[src/esc_pkg.sv]
// Shared types, constants and lookup functions for the epoch seconds to calendar converter.
package esc_pkg;

    localparam int SECONDS_BITS_DEF = 32;
    localparam int EPOCH_W          = 32;
    localparam int MILLIS_W         = 10;
    localparam int YEAR_W           = 12;
    localparam int MONTH_W          = 4;
    localparam int DAY_W            = 5;
    localparam int HOUR_W           = 5;
    localparam int MINUTE_W         = 6;
    localparam int SECOND_W         = 6;
    localparam int WEEKDAY_W        = 3;
    localparam int SPAN_W           = 25;
    localparam int S_TDATA_W        = 48;
    localparam int M_TDATA_W        = 56;

    localparam logic [YEAR_W-1:0]   FIRST_YEAR         = 12'd1970;
    localparam logic [1:0]          FIRST_Y4           = 2'd2;
    localparam logic [6:0]          FIRST_Y100         = 7'd70;
    localparam logic [8:0]          FIRST_Y400         = 9'd370;
    localparam logic [SPAN_W-1:0]   SECS_PER_YEAR      = 25'd31536000;
    localparam logic [SPAN_W-1:0]   SECS_PER_LEAP_YEAR = 25'd31622400;
    localparam logic [SPAN_W-1:0]   SECS_PER_DAY       = 25'd86400;
    localparam logic [SPAN_W-1:0]   SECS_PER_HOUR      = 25'd3600;
    localparam logic [SPAN_W-1:0]   SECS_PER_MINUTE    = 25'd60;
    localparam logic [MILLIS_W-1:0] MILLIS_MAX         = 10'd999;
    localparam logic [MONTH_W-1:0]  LAST_MONTH_IDX     = 4'd11;
    localparam logic [DAY_W-1:0]    SHORTEST_MONTH     = 5'd28;

    typedef struct packed {
        logic load;
        logic year_step;
        logic month_step;
        logic day_step;
        logic hour_step;
        logic minute_step;
        logic load_out;
    } cmd_t;

    typedef struct packed {
        logic year_ge;
        logic month_go;
        logic day_ge;
        logic hour_ge;
        logic minute_ge;
    } sts_t;

    typedef struct packed {
        logic [WEEKDAY_W-1:0] weekday;
        logic [MILLIS_W-1:0]  millis_out;
        logic [SECOND_W-1:0]  second;
        logic [MINUTE_W-1:0]  minute;
        logic [HOUR_W-1:0]    hour;
        logic [DAY_W-1:0]     day;
        logic [MONTH_W-1:0]   month;
        logic [YEAR_W-1:0]    year;
    } result_t;

    function automatic logic [DAY_W-1:0] month_len(input logic leap,
                                                   input logic [MONTH_W-1:0] idx);
        logic [DAY_W-1:0] d;
        unique case (idx) inside
            4'd1:                       d = leap ? 5'd29 : 5'd28;
            4'd3, 4'd5, 4'd8, 4'd10:    d = 5'd30;
            default:                    d = 5'd31;
        endcase
        month_len = d;
    endfunction

    function automatic logic [SPAN_W-1:0] month_secs(input logic [DAY_W-1:0] len);
        logic [SPAN_W-1:0] s;
        unique case (len)
            5'd28:   s = 25'd2419200;
            5'd29:   s = 25'd2505600;
            5'd30:   s = 25'd2592000;
            default: s = 25'd2678400;
        endcase
        month_secs = s;
    endfunction

    function automatic logic [WEEKDAY_W-1:0] weekday_of(input logic [2:0] offset);
        logic [WEEKDAY_W-1:0] w;
        unique case (offset)
            3'd0:    w = 3'd4;
            3'd1:    w = 3'd5;
            3'd2:    w = 3'd6;
            3'd3:    w = 3'd7;
            3'd4:    w = 3'd1;
            3'd5:    w = 3'd2;
            3'd6:    w = 3'd3;
            default: w = 3'd4;
        endcase
        weekday_of = w;
    endfunction

endpackage

[src/esc_ctrl.sv]
// Sequencer that steps the converter datapath through its subtract loops.
module esc_ctrl (
    input  logic          aclk,
    input  logic          aresetn,
    input  logic          in_valid,
    output logic          in_ready,
    input  logic          out_ready,
    output logic          out_valid,
    input  esc_pkg::sts_t sts,
    output esc_pkg::cmd_t cmd
);

    typedef enum logic [6:0] {
        ST_IDLE   = 7'b0000001,
        ST_YEAR   = 7'b0000010,
        ST_MONTH  = 7'b0000100,
        ST_DAY    = 7'b0001000,
        ST_HOUR   = 7'b0010000,
        ST_MINUTE = 7'b0100000,
        ST_FINISH = 7'b1000000
    } state_t;

    state_t state_reg, state_next;
    logic   out_valid_reg, out_valid_next;

    always_comb begin
        state_next = state_reg;
        cmd        = '0;
        unique case (state_reg)
            ST_IDLE: begin
                if (in_valid) begin
                    cmd.load   = 1'b1;
                    state_next = ST_YEAR;
                end
            end
            ST_YEAR: begin
                if (sts.year_ge) begin
                    cmd.year_step = 1'b1;
                end else begin
                    state_next = ST_MONTH;
                end
            end
            ST_MONTH: begin
                if (sts.month_go) begin
                    cmd.month_step = 1'b1;
                end else begin
                    state_next = ST_DAY;
                end
            end
            ST_DAY: begin
                if (sts.day_ge) begin
                    cmd.day_step = 1'b1;
                end else begin
                    state_next = ST_HOUR;
                end
            end
            ST_HOUR: begin
                if (sts.hour_ge) begin
                    cmd.hour_step = 1'b1;
                end else begin
                    state_next = ST_MINUTE;
                end
            end
            ST_MINUTE: begin
                if (sts.minute_ge) begin
                    cmd.minute_step = 1'b1;
                end else begin
                    state_next = ST_FINISH;
                end
            end
            ST_FINISH: begin
                if (!out_valid_reg || out_ready) begin
                    cmd.load_out = 1'b1;
                    state_next   = ST_IDLE;
                end
            end
            default: begin
                state_next = ST_IDLE;
            end
        endcase
    end

    always_comb begin
        out_valid_next = out_valid_reg;
        if (cmd.load_out) begin
            out_valid_next = 1'b1;
        end else if (out_ready) begin
            out_valid_next = 1'b0;
        end
    end

    always_ff @(posedge aclk) begin
        if (!aresetn) begin
            state_reg     <= ST_IDLE;
            out_valid_reg <= 1'b0;
        end else begin
            state_reg     <= state_next;
            out_valid_reg <= out_valid_next;
        end
    end

    assign in_ready  = (state_reg == ST_IDLE);
    assign out_valid = out_valid_reg;

endmodule

[src/esc_datapath.sv]
// Datapath with the year, month, day, hour and minute subtract loops and the result register.
module esc_datapath #(
    parameter int SECONDS_BITS = esc_pkg::SECONDS_BITS_DEF
) (
    input  logic                           aclk,
    input  esc_pkg::cmd_t                  cmd,
    input  logic [esc_pkg::EPOCH_W-1:0]    epoch_seconds,
    input  logic [esc_pkg::MILLIS_W-1:0]   millis_in,
    output esc_pkg::sts_t                  sts,
    output esc_pkg::result_t               res
);

    logic [SECONDS_BITS-1:0]           s_reg, s_next;
    logic [2:0]                        wd_reg, wd_next;
    logic [esc_pkg::YEAR_W-1:0]        year_reg, year_next;
    logic [1:0]                        y4_reg, y4_next;
    logic [6:0]                        y100_reg, y100_next;
    logic [8:0]                        y400_reg, y400_next;
    logic [esc_pkg::MONTH_W-1:0]       month_reg, month_next;
    logic [esc_pkg::DAY_W-1:0]         day_reg, day_next;
    logic [esc_pkg::HOUR_W-1:0]        hour_reg, hour_next;
    logic [esc_pkg::MINUTE_W-1:0]      minute_reg, minute_next;
    logic [esc_pkg::MILLIS_W-1:0]      millis_reg, millis_next;
    esc_pkg::result_t                  res_reg, res_next;

    logic                              leap;
    logic [esc_pkg::SPAN_W-1:0]        sy;
    logic [esc_pkg::DAY_W-1:0]         ml;
    logic [esc_pkg::SPAN_W-1:0]        sm;
    logic [1:0]                        wd_adv;
    logic [3:0]                        wd_sum;
    logic [2:0]                        wd_wrap;

    assign leap    = ((y4_reg == 2'd0) && (y100_reg != 7'd0)) || (y400_reg == 9'd0);
    assign sy      = leap ? esc_pkg::SECS_PER_LEAP_YEAR : esc_pkg::SECS_PER_YEAR;
    assign ml      = esc_pkg::month_len(leap, month_reg);
    assign sm      = esc_pkg::month_secs(ml);
    assign wd_sum  = {1'b0, wd_reg} + {2'b00, wd_adv};
    assign wd_wrap = (wd_sum >= 4'd7) ? 3'(wd_sum - 4'd7) : wd_sum[2:0];

    assign sts.year_ge   = (s_reg >= SECONDS_BITS'(sy));
    assign sts.month_go  = (month_reg < esc_pkg::LAST_MONTH_IDX) &&
                           (s_reg >= SECONDS_BITS'(sm));
    assign sts.day_ge    = (s_reg >= SECONDS_BITS'(esc_pkg::SECS_PER_DAY));
    assign sts.hour_ge   = (s_reg >= SECONDS_BITS'(esc_pkg::SECS_PER_HOUR));
    assign sts.minute_ge = (s_reg >= SECONDS_BITS'(esc_pkg::SECS_PER_MINUTE));

    always_comb begin
        wd_adv = 2'd0;
        if (cmd.year_step) begin
            wd_adv = leap ? 2'd2 : 2'd1;
        end
        if (cmd.month_step) begin
            wd_adv = 2'(ml - esc_pkg::SHORTEST_MONTH);
        end
        if (cmd.day_step) begin
            wd_adv = 2'd1;
        end
    end

    always_comb begin
        s_next      = s_reg;
        wd_next     = wd_reg;
        year_next   = year_reg;
        y4_next     = y4_reg;
        y100_next   = y100_reg;
        y400_next   = y400_reg;
        month_next  = month_reg;
        day_next    = day_reg;
        hour_next   = hour_reg;
        minute_next = minute_reg;
        millis_next = millis_reg;
        res_next    = res_reg;
        if (cmd.load) begin
            s_next      = SECONDS_BITS'(epoch_seconds);
            wd_next     = '0;
            year_next   = esc_pkg::FIRST_YEAR;
            y4_next     = esc_pkg::FIRST_Y4;
            y100_next   = esc_pkg::FIRST_Y100;
            y400_next   = esc_pkg::FIRST_Y400;
            month_next  = '0;
            day_next    = '0;
            hour_next   = '0;
            minute_next = '0;
            millis_next = (millis_in > esc_pkg::MILLIS_MAX) ? esc_pkg::MILLIS_MAX : millis_in;
        end
        if (cmd.year_step) begin
            s_next    = s_reg - SECONDS_BITS'(sy);
            wd_next   = wd_wrap;
            year_next = year_reg + 1'b1;
            y4_next   = y4_reg + 1'b1;
            y100_next = (y100_reg == 7'd99) ? 7'd0 : y100_reg + 1'b1;
            y400_next = (y400_reg == 9'd399) ? 9'd0 : y400_reg + 1'b1;
        end
        if (cmd.month_step) begin
            s_next     = s_reg - SECONDS_BITS'(sm);
            wd_next    = wd_wrap;
            month_next = month_reg + 1'b1;
        end
        if (cmd.day_step) begin
            s_next   = s_reg - SECONDS_BITS'(esc_pkg::SECS_PER_DAY);
            wd_next  = wd_wrap;
            day_next = day_reg + 1'b1;
        end
        if (cmd.hour_step) begin
            s_next    = s_reg - SECONDS_BITS'(esc_pkg::SECS_PER_HOUR);
            hour_next = hour_reg + 1'b1;
        end
        if (cmd.minute_step) begin
            s_next      = s_reg - SECONDS_BITS'(esc_pkg::SECS_PER_MINUTE);
            minute_next = minute_reg + 1'b1;
        end
        if (cmd.load_out) begin
            res_next.year       = year_reg;
            res_next.month      = month_reg + 1'b1;
            res_next.day        = day_reg + 1'b1;
            res_next.hour       = hour_reg;
            res_next.minute     = minute_reg;
            res_next.second     = s_reg[esc_pkg::SECOND_W-1:0];
            res_next.millis_out = millis_reg;
            res_next.weekday    = esc_pkg::weekday_of(wd_reg);
        end
    end

    always_ff @(posedge aclk) begin
        s_reg      <= s_next;
        wd_reg     <= wd_next;
        year_reg   <= year_next;
        y4_reg     <= y4_next;
        y100_reg   <= y100_next;
        y400_reg   <= y400_next;
        month_reg  <= month_next;
        day_reg    <= day_next;
        hour_reg   <= hour_next;
        minute_reg <= minute_next;
        millis_reg <= millis_next;
        res_reg    <= res_next;
    end

    assign res = res_reg;

endmodule

[src/epoch_seconds_to_calendar_top.sv]
// Top level of the epoch seconds to Gregorian calendar converter.
// One beat is converted at a time. After a beat is taken the block subtracts whole years
// of seconds from 1970 up, one year per cycle, then whole months, days, hours and minutes,
// one per cycle each, keeping the weekday as it goes, and then enters a finish state that
// loads the result register once the output register is empty or being read. Wider seconds
// lengthen the year loop. A new beat is taken as soon as the result has moved into the
// output register, even while that result still waits.
module epoch_seconds_to_calendar_top #(
    parameter int SECONDS_BITS = esc_pkg::SECONDS_BITS_DEF
) (
    input  logic                          aclk,
    input  logic                          aresetn,
    input  logic                          s_tvalid,
    output logic                          s_tready,
    // epoch_seconds [31:0], millis_in [41:32], zero fill above.
    input  logic [esc_pkg::S_TDATA_W-1:0] s_tdata,
    output logic                          m_tvalid,
    input  logic                          m_tready,
    // year [11:0], month [15:12], day [20:16], hour [25:21], minute [31:26],
    // second [37:32], millis_out [47:38], weekday [50:48], zero fill above.
    output logic [esc_pkg::M_TDATA_W-1:0] m_tdata
);

    esc_pkg::cmd_t    cmd;
    esc_pkg::sts_t    sts;
    esc_pkg::result_t res;

    esc_ctrl u_ctrl (
        .aclk      (aclk),
        .aresetn   (aresetn),
        .in_valid  (s_tvalid),
        .in_ready  (s_tready),
        .out_ready (m_tready),
        .out_valid (m_tvalid),
        .sts       (sts),
        .cmd       (cmd)
    );

    esc_datapath #(
        .SECONDS_BITS (SECONDS_BITS)
    ) u_datapath (
        .aclk          (aclk),
        .cmd           (cmd),
        .epoch_seconds (s_tdata[esc_pkg::EPOCH_W-1:0]),
        .millis_in     (s_tdata[esc_pkg::EPOCH_W +: esc_pkg::MILLIS_W]),
        .sts           (sts),
        .res           (res)
    );

    assign m_tdata = {5'd0, res.weekday, res.millis_out, res.second, res.minute,
                      res.hour, res.day, res.month, res.year};

    a_one_at_a_time: assert property (@(posedge aclk) disable iff (!aresetn)
        (s_tvalid && s_tready) |=> !s_tready)
        else $error("A second beat was taken while a conversion was running.");

    a_month_range: assert property (@(posedge aclk) disable iff (!aresetn)
        m_tvalid |-> (m_tdata[15:12] >= 4'd1) && (m_tdata[15:12] <= 4'd12))
        else $error("Month of a result beat is out of range.");

    a_day_weekday: assert property (@(posedge aclk) disable iff (!aresetn)
        m_tvalid |-> (m_tdata[20:16] != 5'd0) && (m_tdata[50:48] != 3'd0))
        else $error("Day or weekday of a result beat is zero.");

    a_reset_idle: assert property (@(posedge aclk)
        !aresetn |=> !m_tvalid && s_tready)
        else $error("Handshake outputs are not idle after reset.");

endmodule
[config.mk]
export PLATFORM = sky130hd
export DESIGN_NAME = epoch_seconds_to_calendar_top
export DESIGN_NICKNAME = d
export VERILOG_FILES = /design/src/esc_pkg.sv /design/src/esc_ctrl.sv /design/src/esc_datapath.sv /design/src/epoch_seconds_to_calendar_top.sv
export SDC_FILE = /design/constraint.sdc
export NUM_CORES = 1
export LEC_CHECK = 0
export ABC_AREA = 1
export BUFFER_PORTS_ARGS = -buffer_cell sky130_fd_sc_hd__buf_4
export CAP_MARGIN = 0
export CORE_ASPECT_RATIO = 0.5
export CORE_MARGIN = 2
export CORE_UTILIZATION = 60
export DETAILED_ROUTE_END_ITERATION = 8
export PLACE_DENSITY_LB_ADDON = 0.2
export SLEW_MARGIN = 10
export SYNTH_ARGS = -nofsm -noshare
export SYNTH_HDL_FRONTEND = slang
export SYNTH_SLANG_ARGS = --single-unit
[constraint.sdc]
create_clock -name aclk -period 5.5 [get_ports aclk]
set_clock_uncertainty 0.05 [all_clocks]
set_input_delay 0.275 -clock aclk [delete_from_list [all_inputs] [get_ports aclk]]
set_output_delay 0.275 -clock aclk [all_outputs]
set_load 0.05 [all_outputs]
==> metrics.txt, run 1 <==
# TYPE chip_impl_metric gauge
chip_impl_info{name="status",value="finished clean"} 1
chip_impl_metric{name="post_synth_instance_area",unit="sq um"} 12000
chip_impl_metric{name="wl_per_cell",unit="um"} 18.4
chip_impl_metric{name="cts-buffers-inserted",unit=""} 17
chip_impl_metric{name="final.setup.tns",unit="ps"} 0
chip_impl_metric{name="grt_start_max_net_pins",unit=""} 52
chip_impl_metric{name="cts.htree.levels",unit=""} 4
chip_impl_info{name="cp-end-kind",value="flop"} 1
chip_impl_metric{name="antenna_violations_before_repair",unit=""} 0
chip_impl_metric{name="cts_sinks",unit=""} 154
chip_impl_metric{name="antenna_cells",unit=""} 0
chip_impl_metric{name="vias_per_cell",unit=""} 5.72
chip_impl_metric{name="finalCritPeriodShare",unit="%"} 94.1
chip_impl_metric{name="postSynthAreaPerCell",unit="sq um"} 7.46
chip_impl_metric{name="cts.clk_slew.worst_paths",unit="ps"} 80
chip_impl_info{name="ctsRootBufferMaster",value="sky130_fd_sc_hd__clkbuf_16"} 1
chip_impl_metric{name="p_leak",unit="nW"} 6.06
chip_impl_metric{name="synth_cells",unit=""} 1606
chip_impl_metric{name="first_pass_grt_wire_length",unit="mm"} 55.6
chip_impl_metric{name="hold_viol",unit=""} 0
chip_impl_metric{name="die_boundary_width",unit="um"} 204
chip_impl_metric{name="final-max-slew-violation-count",unit=""} 0
chip_impl_metric{name="post-layout-total-power",unit="W"} 0.00546
chip_impl_metric{name="place.gp.congestion",unit=""} 1.01
chip_impl_metric{name="fillerInstances",unit=""} 1586
chip_impl_metric{name="max_freq",unit="MHz"} 193
chip_impl_metric{name="numPortBuffers",unit=""} 98
chip_impl_metric{name="yosysSeqAreaShare",unit="%"} 37.9
chip_impl_metric{name="yosys.area.top_type_share",unit="%"} 36.6
chip_impl_metric{name="finalWorstPathRequiredPeriod",unit="ps"} 5180
chip_impl_metric{name="relSlewSlack",unit="%"} 45.4
chip_impl_metric{name="detail-route-antenna-nets",unit=""} 0
chip_impl_metric{name="yosys_register_bits",unit=""} 154
chip_impl_metric{name="areaGrowthSynthToFinish",unit="%"} 12.0
chip_impl_metric{name="congestion_overflow_gr",unit=""} 0
chip_impl_metric{name="floorplan.die.height",unit="um"} 104
chip_impl_metric{name="cts.path.max_buffers",unit=""} 2
chip_impl_info{name="worst_hold_check_path_type",value="input pin to flop"} 1
chip_impl_info{name="yosys-top-cells-count",value="419 x sky130_fd_sc_hd__nand2_1, 196 x sky130_fd_sc_hd__inv_1, 196 x sky130_fd_sc_hd__nor2_1, 146 x sky130_fd_sc_hd__edfxtp_1, 124 x sky130_fd_sc_hd__nand3_1"} 1
chip_impl_metric{name="fin_nets",unit=""} 1798
chip_impl_metric{name="post_synthesis_async_set_or_reset_flop_share",unit="%"} 0
chip_impl_metric{name="tritonroute_pass_1_iters",unit=""} 7
chip_impl_metric{name="critical_path_peak_fanout",unit=""} 6
chip_impl_metric{name="largest_register_ff_count",unit=""} 51
chip_impl_metric{name="slowest_delay",unit="ps"} 460
chip_impl_metric{name="dp.cells",unit=""} 1937
chip_impl_metric{name="ir_drop",unit="mV"} 0.239
chip_impl_info{name="ys_top_cells_by_area",value="sky130_fd_sc_hd__edfxtp_1 37%, sky130_fd_sc_hd__nand2_1 13%, sky130_fd_sc_hd__inv_1 6.1%"} 1
chip_impl_info{name="worstSetupStartpointType",value="flop"} 1
chip_impl_info{name="worst_path_max_delay_cell",value="sky130_fd_sc_hd__edfxtp_1"} 1
chip_impl_metric{name="worst_pin_slew",unit="ps"} 819
chip_impl_metric{name="core_area",unit="sq um"} 19500
chip_impl_metric{name="std_cell_rows",unit=""} 36
chip_impl_metric{name="route.final.wire_length",unit="mm"} 36.3
chip_impl_metric{name="timing.critical_path.required",unit="ps"} 5710
chip_impl_info{name="rsz_0062_raised_after_global_routing",value="false"} 1
chip_impl_metric{name="power_density",unit="nW/um^2"} 407
chip_impl_info{name="yosys.cell_count.top_type",value="sky130_fd_sc_hd__nand2_1"} 1
chip_impl_info{name="crit_type",value="flop to flop"} 1
chip_impl_info{name="tritoncts",value="done"} 1
chip_impl_metric{name="grt_usage",unit="%"} 34.1
chip_impl_metric{name="first_global_vias",unit=""} 10607
chip_impl_info{name="predominant_post_synthesis_flop_cell",value="sky130_fd_sc_hd__edfxtp_1"} 1
chip_impl_metric{name="drt_iter0_markers",unit=""} 1099
chip_impl_metric{name="final_layout_size_suffix_gt1_share",unit="%"} 14.4
chip_impl_metric{name="wl_met1",unit="mm"} 15.4
chip_impl_metric{name="synth_warn",unit=""} 0
chip_impl_metric{name="final-setup-viol-count",unit=""} 0
chip_impl_info{name="highest_layer",value="met4"} 1
chip_impl_metric{name="io_pins",unit=""} 110
chip_impl_metric{name="met3_wirelength",unit="mm"} 3.32
chip_impl_metric{name="synthDistinctLibCells",unit=""} 52
chip_impl_metric{name="critical_path_arrival",unit="ps"} 5380
chip_impl_metric{name="cts.repair_timing.setup_buffer_count",unit=""} 0
chip_impl_info{name="yosysTopAreaCell",value="sky130_fd_sc_hd__edfxtp_1"} 1
chip_impl_metric{name="layoutNonFillerInstCount",unit=""} 1974
chip_impl_metric{name="initial_utilization",unit="%"} 61.4
chip_impl_metric{name="design.die.area",unit="sq um"} 21200
chip_impl_metric{name="max_cap_viol_count",unit=""} 0
chip_impl_metric{name="wl_met2",unit="mm"} 16.6
chip_impl_metric{name="hpwlAfterDp",unit="mm"} 26.5
chip_impl_metric{name="synth_edf_count",unit=""} 146
chip_impl_metric{name="vias",unit=""} 11290
chip_impl_metric{name="route.detailed.drc",unit=""} 0
chip_impl_metric{name="clock_latency",unit="ps"} 440
[final timing paths]
path	from	slack [ps]	endpoint	cells past startpoint
worst max-delay path	u_datapath.month_reg[0]	320	u_datapath.wd_reg[2]	28
worst min-delay path	aresetn	60	u_ctrl.state_reg[6]	3
worst max register to register	u_datapath.month_reg[0]	320	u_datapath.wd_reg[2]	28
worst min register to register	u_datapath.millis_reg[9]	370	u_datapath.res[47]	0
[per-layer routing]
| metal | vias to the layer above | track usage (%) |
|---|---|---|
| li1 | 5386 | - |
| met1 | 5264 | 46.6 |
| met2 | 570 | 55.4 |
| met3 | 70 | 4.54 |
| met4 | 0 | 12.9 |
| met5 | - | 0 |
[cell families after synthesis]
family                     after synthesis  synth area share [%]
and+or+nand+nor                        873                  32.7
buffers and inverters                  275                  10.3
AOI/OAI and AO/OA                      173                  7.79
DFF                                    154                  37.9
xor gates and xnor gates                79                  5.78
adders and majority gates               51                  5.45
other                                    1                0.0313
[power breakdown]
group	internal (W)	total, W	leakage [nW]	switching (W)
Clock	0.000630	0.00117	0.268	0.000541
Sequential	0.00160	0.00192	1.37	0.000316
Combinational	0.000744	0.00237	4.42	0.00163
Total	0.00298	0.00546	6.06	0.00249
[layout by cell type (no fill, tap or decap), types with 49 or more instances in the layout]
cell	n
sky130_fd_sc_hd__buf_4	111
sky130_fd_sc_hd__ha_1	49
sky130_fd_sc_hd__nor2_1	194
sky130_fd_sc_hd__xor2_1	67
sky130_fd_sc_hd__o21ai_0	65
sky130_fd_sc_hd__nand3_1	124
sky130_fd_sc_hd__edfxtp_1	146
sky130_fd_sc_hd__inv_1	196
sky130_fd_sc_hd__a21oi_1	72
sky130_fd_sc_hd__nand2_1	419
[area by class of cell]
type,count,area [sq um],share of cell area (%)
clock buffer,17,425,3.17
tap,266,333,2.48
inverter,225,855,6.37
clock inverter,15,138,1.03
sequential,154,4540,33.9
multi-input combinational,1181,6230,46.5
timing repair buffer,116,883,6.59
[stage by stage]
| step | hold slack [ps] | setup slack, ps | area (sq um) | util (%) |
|---|---|---|---|---|
| 2_1_floorplan | 350 | 626 | 12000 | - |
| 3_3_place_gp | 350 | 318 | 12800 | 65.6 |
| 3_5_place_dp | 356 | 57.9 | 12800 | 65.6 |
| 4_1_cts | 38.3 | 190 | 13400 | 68.7 |
| 5_1_grt | 64.2 | 8.98 | 13400 | 68.8 |
| 6_report | 55.4 | 324 | 13400 | 68.8 |
[repair_timing]
| action | CTS | global route |
|---|---|---|
| hold buffers | 5 | 0 |
| hold endpoints to repair | 5 | 0 |
| endpoints found under the setup margin | 3 | 3 |
| gates cloned | 0 | 0 |
| pin swaps | 0 | 0 |
| resized for setup | 1 | 2 |
[critical path: cells and delay by family, from the launching register on]
family | cells | cell delay (ps)
buffers and inverters | 3 | 310
AOI/OAI and AO/OA | 8 | 1490
adders and majority gates | 6 | 1670
and+or+nand+nor | 11 | 990
DFF | 1 | 460
Note: power is estimated with default switching activity, not from simulation.
==> inputs of run 2 (changes only) <==
SYNTH_HIERARCHICAL = 1   (was unset)
==> metrics.txt, run 2 <==
# TYPE chip_impl_metric gauge
chip_impl_metric{name="path_buf_inv",unit=""} 11
chip_impl_info{name="mostFrequentLayoutCells",value="379 x sky130_fd_sc_hd__nand2_1, 182 x sky130_fd_sc_hd__nor2_1, 169 x sky130_fd_sc_hd__inv_1"} 1
chip_impl_metric{name="yosys_register_bits",unit=""} 154
chip_impl_metric{name="initial_utilization",unit="%"} 62.1
chip_impl_metric{name="p_leak",unit="nW"} 6.03
chip_impl_metric{name="ir_drop",unit="mV"} 0.309
chip_impl_metric{name="areaGrowthSynthToFinish",unit="%"} 14.7
chip_impl_metric{name="die_boundary_width",unit="um"} 206
chip_impl_metric{name="synth_warn",unit=""} 6
chip_impl_metric{name="final-setup-viol-count",unit=""} 0
chip_impl_metric{name="slowest_delay",unit="ps"} 450
chip_impl_info{name="tritoncts",value="done"} 1
chip_impl_info{name="worst_path_max_delay_cell",value="sky130_fd_sc_hd__fa_1"} 1
chip_impl_metric{name="finalWorstPathRequiredPeriod",unit="ps"} 5240
chip_impl_metric{name="yosys.area.top_type_share",unit="%"} 35.7
chip_impl_info{name="worstSetupStartpointType",value="flop"} 1
chip_impl_info{name="worstHoldStart",value="s_tdata[33]"} 1
chip_impl_metric{name="worstRegToRegCells",unit=""} 37
chip_impl_metric{name="vias",unit=""} 12107
chip_impl_metric{name="first_global_vias",unit=""} 11474
chip_impl_metric{name="final_layout_size_suffix_gt1_share",unit="%"} 19.9
chip_impl_metric{name="final_critical_path_setup_slack",unit="ps"} 255
chip_impl_metric{name="worst_pin_slew",unit="ps"} 796
chip_impl_metric{name="critical_path_arrival",unit="ps"} 5380
chip_impl_info{name="timing.rr.start",value="u_datapath/y100_reg[0]"} 1
chip_impl_metric{name="yosysSeqAreaShare",unit="%"} 37.0
chip_impl_metric{name="synth_cells",unit=""} 1646
chip_impl_info{name="critPathMostFrequentCell",value="sky130_fd_sc_hd__inv_1"} 1
chip_impl_info{name="most_common_library_cell_in_the_layout_ignoring_fill_and_taps",value="sky130_fd_sc_hd__nand2_1"} 1
chip_impl_metric{name="synthDistinctLibCells",unit=""} 64
chip_impl_metric{name="critical_path_peak_fanout",unit=""} 5
chip_impl_metric{name="grt_start_max_net_pins",unit=""} 52
chip_impl_metric{name="antenna_violations_before_repair",unit=""} 1
chip_impl_metric{name="post-layout-total-power",unit="W"} 0.00802
chip_impl_metric{name="synth_edf_count",unit=""} 146
chip_impl_info{name="worst_hold_check_path_type",value="input pin to flop"} 1
chip_impl_metric{name="cts.htree.levels",unit=""} 4
chip_impl_metric{name="post_synthesis_async_set_or_reset_flop_share",unit="%"} 0
chip_impl_metric{name="fin_nets",unit=""} 1855
chip_impl_metric{name="cts_sinks",unit=""} 154
chip_impl_metric{name="max_freq",unit="MHz"} 191
chip_impl_info{name="ys_top_cells_by_area",value="sky130_fd_sc_hd__edfxtp_1 36%, sky130_fd_sc_hd__nand2_1 12%, sky130_fd_sc_hd__nor2_1 5.7%"} 1
chip_impl_info{name="ctsRootBufferMaster",value="sky130_fd_sc_hd__clkbuf_16"} 1
chip_impl_metric{name="largest_register_ff_count",unit=""} 51
chip_impl_metric{name="core_area",unit="sq um"} 19800
chip_impl_info{name="cp-end-kind",value="flop"} 1
chip_impl_info{name="yosys.cell_count.top_type",value="sky130_fd_sc_hd__nand2_1"} 1
chip_impl_metric{name="numPortBuffers",unit=""} 98
chip_impl_info{name="status",value="finished clean"} 1
chip_impl_metric{name="finalCritPeriodShare",unit="%"} 95.4
chip_impl_info{name="crit_type",value="flop to flop"} 1
chip_impl_metric{name="wl_per_cell",unit="um"} 19.3
chip_impl_metric{name="final_core_utilization",unit="%"} 71.2
chip_impl_metric{name="relSlewSlack",unit="%"} 46.7
chip_impl_metric{name="clock_latency",unit="ps"} 450
chip_impl_metric{name="design.die.area",unit="sq um"} 21700
chip_impl_metric{name="cts.path.max_buffers",unit=""} 2
chip_impl_metric{name="fin_hold_ws",unit="ps"} 56.7
chip_impl_info{name="rsz_0062_raised_after_global_routing",value="true"} 1
chip_impl_metric{name="vias_per_cell",unit=""} 5.96
chip_impl_metric{name="postSynthAreaPerCell",unit="sq um"} 7.46
chip_impl_metric{name="post_synth_instance_area",unit="sq um"} 12300
chip_impl_metric{name="max_cap_viol_count",unit=""} 0
chip_impl_info{name="yosysTopAreaCell",value="sky130_fd_sc_hd__edfxtp_1"} 1
chip_impl_metric{name="worstHoldPathCells",unit=""} 2
chip_impl_metric{name="floorplan.die.height",unit="um"} 105
chip_impl_metric{name="final-max-slew-violation-count",unit=""} 0
chip_impl_info{name="yosys-top-cells-count",value="380 x sky130_fd_sc_hd__nand2_1, 186 x sky130_fd_sc_hd__nor2_1, 172 x sky130_fd_sc_hd__inv_1, 146 x sky130_fd_sc_hd__edfxtp_1, 139 x sky130_fd_sc_hd__nand3_1"} 1
chip_impl_metric{name="hold_viol",unit=""} 0
chip_impl_info{name="worstSetupStartpoint",value="u_datapath/y100_reg[0]"} 1
chip_impl_metric{name="post-place-ws",unit="ps"} -152
chip_impl_metric{name="place.gp.congestion",unit=""} 1.07
chip_impl_info{name="cpLargestDelayFamily",value="adder cells"} 1
chip_impl_metric{name="drt_iter0_markers",unit=""} 1167
chip_impl_metric{name="std_cell_rows",unit=""} 36
chip_impl_metric{name="timing.critical_path.required",unit="ps"} 5640
chip_impl_metric{name="cts-buffers-inserted",unit=""} 17
chip_impl_info{name="predominant_post_synthesis_flop_cell",value="sky130_fd_sc_hd__edfxtp_1"} 1
chip_impl_metric{name="route.detailed.drc",unit=""} 0
chip_impl_metric{name="congestion_overflow_gr",unit=""} 0
chip_impl_metric{name="power_density",unit="nW/um^2"} 570
chip_impl_metric{name="grt_usage",unit="%"} 36.7
chip_impl_metric{name="tritonroute_pass_1_iters",unit=""} 6
chip_impl_metric{name="cts.clk_slew.worst_paths",unit="ps"} 60
chip_impl_metric{name="critical_path_depth",unit=""} 37
chip_impl_metric{name="detail-route-antenna-nets",unit=""} 0
chip_impl_metric{name="io_pins",unit=""} 110
chip_impl_metric{name="hpwlAfterDp",unit="mm"} 28.7
chip_impl_metric{name="first_pass_grt_wire_length",unit="mm"} 60.6
chip_impl_metric{name="route.final.wire_length",unit="mm"} 39.2
-- run 2: cell families (layout without fill, tap and decap cells) --
family          after synthesis  after routing  share of synthesized area [%]
buf+inv                     271            387                           9.26
simple gates                885            885                           34.3
compound gates              245            245                           11.3
other cells                   1              6                         0.0306
flops                       154            154                           37.0
xor+xnor                     40             40                           2.85
fa+ha+maj                    50             50                           5.22
-- run 2: routing by layer --
layer  global-route usage [%]  wire (um)
met2                     58.8      17600
met1                     45.5      15500
met5                        0          0
met4                     16.7       1690
met3                     11.0       4430
-- run 2: final cells by class --
cell class | instances | area [sq um]
Multi-Input combinational cell | 1225 | 6740
Tap cell | 266 | 333
Fill cell | 1562 | 5690
Inverter | 214 | 816
Timing Repair Buffer | 141 | 1070
Sequential cell | 154 | 4540
Clock buffer | 19 | 433
Clock inverter | 13 | 141
Antenna cell | 1 | 2.50
-- run 2: path summary, 6_finish.rpt --
kind                                                 end  slack [ps]
worst max-delay path                u_datapath/wd_reg[0]         260
worst min-delay path            u_datapath/millis_reg[1]          60
worst max register to register      u_datapath/wd_reg[0]         260
worst min register to register        u_datapath/res[46]         370
-- run 2: through the flow --
stage / TNS [ps] / cells / cell area, sq um
global placement: 0 / 1989 / 13300
detailed placement: -206 / 1989 / 13300
floorplan: 0 / 1650 / 12300
global route: -59.9 / 2032 / 14100
CTS: 0 / 2027 / 13900
finish: 0 / 2033 / 14100
-- run 2: where the power goes --
part | switching (W) | internal [W] | total, W
Combinational | 0.00301 | 0.00143 | 0.00445
Sequential | 0.000584 | 0.00180 | 0.00239
Clock | 0.000517 | 0.000672 | 0.00119
-- run 2: repair_timing --
action,CTS,global route
hold buffers,5,0
resized for setup,6,26
buffers inserted,1,5
endpoints found under the setup margin,2,12
hold endpoints to repair,5,0
pin swaps,1,3
